File: config.mk
export PLATFORM = sky130hd
export DESIGN_NAME = bitfield_pixel_unpack
export DESIGN_NICKNAME = d
export VERILOG_FILES = /design/src/sv/bfpu_pkg.sv /design/src/sv/bitfield_pixel_unpack.sv
export SDC_FILE = /design/constraint.sdc
export NUM_CORES = 2
export LEC_CHECK = 0
export BUFFER_PORTS_ARGS = -buffer_cell sky130_fd_sc_hd__buf_2
export CAP_MARGIN = 20
export CORE_MARGIN = 5
export CORE_UTILIZATION = 30
export DETAILED_ROUTE_END_ITERATION = 10
export GPL_TIMING_DRIVEN = 1
export MAX_ROUTING_LAYER = met4
export PLACE_DENSITY = 0.55
export SLEW_MARGIN = 15
export SYNTH_ARGS = -nofsm -noshare
export SYNTH_HDL_FRONTEND = slang
export SYNTH_SLANG_ARGS = --single-unit
File: constraint.sdc
create_clock -name clk -period 11.6 [get_ports clk]
set_input_delay 1.16 -clock clk [delete_from_list [all_inputs] [get_ports clk]]
set_output_delay 1.16 -clock clk [all_outputs]
set_load 0.005 [all_outputs]
File: src/sv/bfpu_pkg.sv
// Shared types, constants and mask helpers for the bitfield pixel unpacker.
package bfpu_pkg;

  localparam int NUM_CH    = 4;
  localparam int CH_RED    = 0;
  localparam int CH_GREEN  = 1;
  localparam int CH_BLUE   = 2;
  localparam int CH_ALPHA  = 3;

  localparam int WORD_W    = 32;
  localparam int CHAN_W    = 8;
  localparam int CFG_IDX_W = 3;
  localparam int HB_W      = 5;   // bit position inside a word
  localparam int CNT_W     = 6;   // ones count, 0..32
  localparam int WID_W     = 4;   // ones count clamped to 8

  // register indexes on the config port
  localparam logic [CFG_IDX_W-1:0] REG_RED_MASK   = 3'd0;
  localparam logic [CFG_IDX_W-1:0] REG_GREEN_MASK = 3'd1;
  localparam logic [CFG_IDX_W-1:0] REG_BLUE_MASK  = 3'd2;
  localparam logic [CFG_IDX_W-1:0] REG_ALPHA_MASK = 3'd3;
  localparam logic [CFG_IDX_W-1:0] REG_SIXTEEN    = 3'd4;

  localparam logic [WORD_W-1:0] RST_RED_MASK   = 32'h0000_7C00;
  localparam logic [WORD_W-1:0] RST_GREEN_MASK = 32'h0000_03E0;
  localparam logic [WORD_W-1:0] RST_BLUE_MASK  = 32'h0000_001F;
  localparam logic [WORD_W-1:0] RST_ALPHA_MASK = 32'h0000_0000;

  localparam logic [WORD_W-1:0] POP_M1 = 32'h5555_5555;
  localparam logic [WORD_W-1:0] POP_M2 = 32'h3333_3333;
  localparam logic [WORD_W-1:0] POP_M4 = 32'h0f0f_0f0f;

  localparam logic [CHAN_W-1:0] ALPHA_OPAQUE = 8'hFF;

  typedef logic [NUM_CH-1:0][WORD_W-1:0] mask_set_t;

  // position of the highest set bit, 0 for a zero mask
  function automatic logic [HB_W-1:0] top_one(input logic [WORD_W-1:0] m);
    logic [HB_W-1:0] n;
    n = '0;
    for (int i = 0; i < WORD_W; i++) begin
      if (m[i]) n = HB_W'(i);
    end
    return n;
  endfunction

  function automatic logic [CNT_W-1:0] ones_count(input logic [WORD_W-1:0] m);
    logic [WORD_W-1:0] a;
    a = (m & POP_M1) + ((m >> 1) & POP_M1);
    a = (a & POP_M2) + ((a >> 2) & POP_M2);
    a = (a + (a >> 4)) & POP_M4;
    a = a + (a >> 8);
    a = a + (a >> 16);
    return a[CNT_W-1:0];
  endfunction

endpackage

File: src/sv/bitfield_pixel_unpack.sv
// Bitfield pixel unpacker: packed 16/32-bit pixel words to 8-bit RGBA.
//
// Pixel words come in on the s_axis channel, one per tdata word, and leave
// as RGBA on m_axis (red in the low byte, alpha in the high byte) with the
// mask error flag in tuser. Channel masks and the 16-bit mode are set on
// the cfg channel (index 0..4: red, green, blue, alpha mask, 16-bit mode);
// cfg_ready is always high and writes belong to idle periods only.
//
// Three register stages: field select, align shift, bit replication. A
// word taken on s_axis moves through the field, aligned and chan registers
// to m_axis, and one word is taken every cycle as long as m_axis_tready
// stays high. When the receiver stalls, the stages fill up behind the held
// output word and s_axis_tready drops only when every stage holds a word;
// nothing is lost. Per-mask shift and width are recomputed from the mask
// registers every cycle, so they settle in the cycle after a config write.
//
// A synchronous reset empties the pipeline and loads the masks for
// 5:5:5 RGB in 16-bit words with constant opaque alpha.
module bitfield_pixel_unpack (
  input  logic                                 clk,
  input  logic                                 rst,
  input  logic                                 s_axis_tvalid,
  output logic                                 s_axis_tready,
  input  logic [bfpu_pkg::WORD_W-1:0]          s_axis_tdata,   // [31:0] pixel_word
  output logic                                 m_axis_tvalid,
  input  logic                                 m_axis_tready,
  output logic [bfpu_pkg::NUM_CH*bfpu_pkg::CHAN_W-1:0] m_axis_tdata,
  // [7:0] red_out, [15:8] green_out, [23:16] blue_out, [31:24] alpha_out
  output logic                                 m_axis_tuser,   // [0] mask_error
  input  logic                                 cfg_valid,
  output logic                                 cfg_ready,
  input  logic [bfpu_pkg::CFG_IDX_W-1:0]       cfg_index,
  input  logic [bfpu_pkg::WORD_W-1:0]          cfg_data
);

  localparam int NCH = bfpu_pkg::NUM_CH;
  localparam int CW  = bfpu_pkg::CHAN_W;
  localparam int WW  = bfpu_pkg::WORD_W;

  // configuration registers
  bfpu_pkg::mask_set_t mask;
  logic                sixteen;

  // derived per-mask values
  logic [NCH-1:0][bfpu_pkg::HB_W-1:0]  hb;
  logic [NCH-1:0][bfpu_pkg::WID_W-1:0] wid;
  logic                                color_err;
  logic                                alpha_zero;

  // pipeline
  logic                     v1, v2, v3;
  logic                     adv1, adv2, adv3;
  logic [NCH-1:0][WW-1:0]   field;
  logic [NCH-1:0][CW-1:0]   aligned;
  logic [NCH-1:0][CW-1:0]   aligned_next;
  logic [NCH-1:0][CW-1:0]   chan;
  logic [NCH-1:0][CW-1:0]   chan_next;
  logic                     err;
  logic [WW-1:0]            word_in;

  assign cfg_ready = 1'b1;

  always_ff @(posedge clk) begin
    if (rst) begin
      mask[bfpu_pkg::CH_RED]   <= bfpu_pkg::RST_RED_MASK;
      mask[bfpu_pkg::CH_GREEN] <= bfpu_pkg::RST_GREEN_MASK;
      mask[bfpu_pkg::CH_BLUE]  <= bfpu_pkg::RST_BLUE_MASK;
      mask[bfpu_pkg::CH_ALPHA] <= bfpu_pkg::RST_ALPHA_MASK;
      sixteen                  <= 1'b1;
    end else if (cfg_valid && cfg_ready) begin
      case (cfg_index)
        bfpu_pkg::REG_RED_MASK:   mask[bfpu_pkg::CH_RED]   <= cfg_data;
        bfpu_pkg::REG_GREEN_MASK: mask[bfpu_pkg::CH_GREEN] <= cfg_data;
        bfpu_pkg::REG_BLUE_MASK:  mask[bfpu_pkg::CH_BLUE]  <= cfg_data;
        bfpu_pkg::REG_ALPHA_MASK: mask[bfpu_pkg::CH_ALPHA] <= cfg_data;
        bfpu_pkg::REG_SIXTEEN:    sixteen                  <= cfg_data[0];
        default: ;
      endcase
    end
  end

  // width clamped to 8: wider fields need no replication
  always_ff @(posedge clk) begin
    for (int c = 0; c < NCH; c++) begin
      hb[c]  <= bfpu_pkg::top_one(mask[c]);
      wid[c] <= (bfpu_pkg::ones_count(mask[c]) > bfpu_pkg::CNT_W'(CW))
                ? bfpu_pkg::WID_W'(CW)
                : bfpu_pkg::WID_W'(bfpu_pkg::ones_count(mask[c]));
    end
    color_err  <= (mask[bfpu_pkg::CH_RED] == '0) || (mask[bfpu_pkg::CH_GREEN] == '0) ||
                  (mask[bfpu_pkg::CH_BLUE] == '0);
    alpha_zero <= (mask[bfpu_pkg::CH_ALPHA] == '0);
  end

  // stall handling: a stage moves when it is empty or the next one moves
  assign adv3          = !v3 || m_axis_tready;
  assign adv2          = !v2 || adv3;
  assign adv1          = !v1 || adv2;
  assign s_axis_tready = adv1;

  always_ff @(posedge clk) begin
    if (rst) begin
      v1 <= 1'b0;
      v2 <= 1'b0;
      v3 <= 1'b0;
    end else begin
      if (adv1) v1 <= s_axis_tvalid;
      if (adv2) v2 <= v1;
      if (adv3) v3 <= v2;
    end
  end

  assign word_in = sixteen ? {{(WW-16){1'b0}}, s_axis_tdata[15:0]} : s_axis_tdata;

  // stage 1: field select
  always_ff @(posedge clk) begin
    if (adv1 && s_axis_tvalid) begin
      for (int c = 0; c < NCH; c++) field[c] <= word_in & mask[c];
    end
  end

  // stage 2: move the field's top bit to bit 7
  always_comb begin
    logic [WW+CW-2:0] ext;
    ext = '0;
    for (int c = 0; c < NCH; c++) begin
      ext             = {field[c], {(CW-1){1'b0}}} >> hb[c];
      aligned_next[c] = ext[CW-1:0];
    end
  end

  always_ff @(posedge clk) begin
    if (adv2 && v1) aligned <= aligned_next;
  end

  // stage 3: replicate the field downward, sum wraps at 8 bits
  always_comb begin
    logic [CW-1:0] acc;
    logic [6:0]    sh;
    acc = '0;
    sh  = '0;
    for (int c = 0; c < NCH; c++) begin
      acc = aligned[c];
      for (int k = 1; k < CW; k++) begin
        sh = 7'(k) * 7'(wid[c]);
        if (sh < 7'(CW)) acc = acc + (aligned[c] >> sh[2:0]);
      end
      chan_next[c] = acc;
    end
    if (alpha_zero) chan_next[bfpu_pkg::CH_ALPHA] = bfpu_pkg::ALPHA_OPAQUE;
    if (color_err) chan_next = '0;
  end

  always_ff @(posedge clk) begin
    if (adv3 && v2) begin
      chan <= chan_next;
      err  <= color_err;
    end
  end

  assign m_axis_tvalid = v3;
  assign m_axis_tdata  = chan;
  assign m_axis_tuser  = err;

endmodule

==> impl_metrics.env <==
export IMPL_ios=108
export IMPL_postCtsSetupBuffers=0
export IMPL_via_per_inst=5.11
export IMPL_synthTopCellsByArea="ha_1, edfxtp_1, dfxtp_1"
export IMPL_cp_data_required_time_ns=11.97
export IMPL_globalRouteTotalUtil=0.170
export IMPL_cts_tree="built"
export IMPL_synth_cell_type_count=87
export IMPL_synthArstFlopShare=0
export IMPL_hold_buffers=0
export IMPL_min_delay_path_depth=2
export IMPL_core_mm2=0.128
export IMPL_postLayoutCellArea_mm2=0.0425
export IMPL_io_buffer_count=106
export IMPL_end_kind="flop"
export IMPL_finalSetupTns_ns=0
export IMPL_finalClockSkew_ns=0.0331
export IMPL_areaGrowthSynthToFinish_pct=9.76
export IMPL_rr_worst_depth=46
export IMPL_path_class="reg -> reg"
export IMPL_die_area_mm2=0.136
export IMPL_ys_seq_area_frac=0.238
export IMPL_syn_nets=5291
export IMPL_overflow=0
export IMPL_antenna_found_initial=18
export IMPL_r2r_end="m_axis_tdata[31]"
export IMPL_dp_hpwl_um=88900
export IMPL_startpoint_type="flop"
export IMPL_worst_path_buf_inv=2
export IMPL_outcome="complete, no violations"
export IMPL_finalHoldViolations=0
export IMPL_r2r_start="wid[12]"
export IMPL_post_drt_wl_per_cell_um=18.3
export IMPL_final_nets=5288
export IMPL_die_x_um=369
export IMPL_cts_buffer_depth=3
export IMPL_drcViolationCount=0
export IMPL_grt_max_degree=80
export IMPL_clk_latency_ns=0.64
export IMPL_drive_gt1_frac=0.0905
export IMPL_routed_wl_um=116000
export IMPL_clockRootBuffer="clkbuf_16"
export IMPL_initial_core_util=0.303
export IMPL_slowest_delay_ns=0.47
export IMPL_report_final_setup_viol=0
export IMPL_timing_critical_path_max_delay_family="XOR/XNOR gates"
export IMPL_final_min_clock_period_ns=10.15
export IMPL_cts_max_level=2
export IMPL_final_util=0.332
export IMPL_syn_inst=4592
export IMPL_rsz0062_at_grt="no"
export IMPL_syn_area_per_cell_um2=8.43
export IMPL_pre_cts_slack_ns=1.43
export IMPL_slew_headroom=0.143
export IMPL_syn_cell_area_mm2=0.0387
export IMPL_arrival_ns=10.51
export IMPL_timing_reg2reg_setup_slack_ns=1.45
export IMPL_path_max_fanout=18
export IMPL_cts_sinks=363
export IMPL_critPathSlowestCell="fa_1"
export IMPL_gp_congestion=0.901
export IMPL_yosysWarnings=0
export IMPL_grt_pass1_wl_um=178000
export IMPL_yosysMostFrequentCell="nand2_1"
export IMPL_min_delay_start="mask[32]"
export IMPL_postRouteAntennaNets=0
export IMPL_path_common_cell="xnor2_1"
export IMPL_synth_seq_cells=363
export IMPL_cts_buffers=47
export IMPL_fmaxAchievable_ghz=0.0985
export IMPL_drtIter0Drc=2633
export IMPL_first_pass_iters=6
export IMPL_synth_common_cells="nand2_1, a21oi_1, ha_1"
export IMPL_slew_violations=0
export IMPL_startpoint="wid[12]"
export IMPL_routed_via_count=32200
export IMPL_hold_class="reg -> reg"
export IMPL_grt_pass1_vias=30400
export IMPL_row_count=131
export IMPL_synthDominantAreaCellType="ha_1"
export IMPL_cp_endpoint="m_axis_tdata[31]"
export IMPL_clk_pin_slew_ns=0.06
export IMPL_crit_cells=46
export IMPL_fin_crit_sh=0.875
export IMPL_synth_ff_type="edfxtp_1"
export IMPL_place_area_mm2=0.0409
export IMPL_cts_resized=0
export IMPL_post_synth_top_area_fraction=0.167
export IMPL_cap_violations=0
export IMPL_synth_edf_count=193
export IMPL_worst_pin_slew_ns=1.28
export IMPL_fin_ws_ns=1.45
export IMPL_die_h_um=369
## layer usage
layer | vias to the layer above | global-route usage | part of all wire
met5 | - | - | 0
met4 | 0 | 0.0342 | 0.020
met3 | 124 | 0.0286 | 0.072
met2 | 877 | 0.243 | 0.41
met1 | 15100 | 0.252 | 0.50
li1 | 16100 | - | -
## sequential cells by signal (all words and copies together), names as in the netlist
| name | count |
|---|---|
| field | 128 |
| alpha_zero | 1 |
| wid | 16 |
| aligned | 32 |
| v1 | 1 |
| hb | 20 |
| m_axis_tvalid | 1 |
| sixteen | 1 |
| v2 | 1 |
| m_axis_tdata | 32 |
| mask | 128 |
| m_axis_tuser | 1 |
| color_err | 1 |
## how the worst min path moves through the flow
| stage | to |
|---|---|
| global route | mask[35] |
| detailed placement | mask[32] |
| global placement | mask[32] |
| finish | mask[32] |
| floorplan | m_axis_tuser |
| CTS | mask[32] |
## worst min-delay path: stages, from the launching register on
cell and delay (ns):
dfxtp_1 0.34, nand2_1 0.06, a21oi_1 0.05
## stage by stage
step | hold slack [ns] | std cells
after floorplan | 0.408 | 4592
after global placement | 0.487 | 6199
after detailed placement | 0.494 | 6200
after CTS | 0.503 | 6288
after global routing | 0.534 | 6296
final | 0.499 | 6303
## area by class of cell
class | instances | area [um^2]
Antenna cell | 13 | 32.5
Timing Repair Buffer | 152 | 891
Sequential cell | 363 | 9210
Clock buffer | 58 | 1240
Inverter | 320 | 1200
Tap cell | 1662 | 2080
Clock inverter | 30 | 304
Fill cell | 13500 | 85400
Multi-Input combinational cell | 3705 | 27500
## cells by family (layout without fill, tap and decap cells)
| logic type | after synthesis | after routing | share of synthesized area |
|---|---|---|---|
| mux | 273 | 273 | 0.0880 |
| buf+inv | 524 | 560 | 0.0525 |
| compound gates | 1143 | 1143 | 0.177 |
| xor+xnor | 219 | 219 | 0.0499 |
| flops | 363 | 363 | 0.238 |
| simple gates | 1442 | 1442 | 0.170 |
| fa+ha+maj | 627 | 627 | 0.224 |
| other cells | 1 | 14 | 0.0000969 |
## cells in the final DEF, fill, tap and decap left out, types with 13 or more instances in the layout
| master | netlist | layout |
|---|---|---|
| clkinv_1 | 7 | 15 |
| xor2_1 | 54 | 54 |
| nand4_1 | 21 | 21 |
| dfxtp_1 | 170 | 165 |
| nor4_1 | 25 | 25 |
| mux2i_1 | 126 | 126 |
| a211oi_1 | 53 | 53 |
| a221oi_1 | 19 | 19 |
| a21oi_1 | 529 | 529 |
| ha_1 | 516 | 516 |
| nor3_1 | 86 | 82 |
| inv_1 | 312 | 312 |
| o21a_1 | 28 | 28 |
| nand2b_1 | 46 | 46 |
| buf_4 | 1 | 46 |
| nor2b_1 | 92 | 91 |
| mux2_2 | 104 | 104 |
| o21ai_0 | 213 | 213 |
| mux4_2 | 42 | 42 |
| nand3_1 | 33 | 33 |
| o31ai_1 | 18 | 18 |
| nor2_1 | 394 | 393 |
| a211o_1 | 20 | 20 |
| fa_1 | 111 | 111 |
| diode_2 | 0 | 13 |
| buf_2 | 5 | 105 |
| clkbuf_16 | 0 | 47 |
| a21o_1 | 119 | 119 |
| or2_2 | 13 | 13 |
| o21bai_1 | 48 | 48 |
| nand2_1 | 538 | 538 |
| and3_1 | 14 | 13 |
| edfxtp_1 | 193 | 193 |
| o211ai_1 | 21 | 21 |
| and2_1 | 141 | 141 |
| xnor2_1 | 164 | 164 |
Power is left out: the tool's default activity adds up to more than one toggle a clock period on the data nets, which glitch-free logic cannot reach.
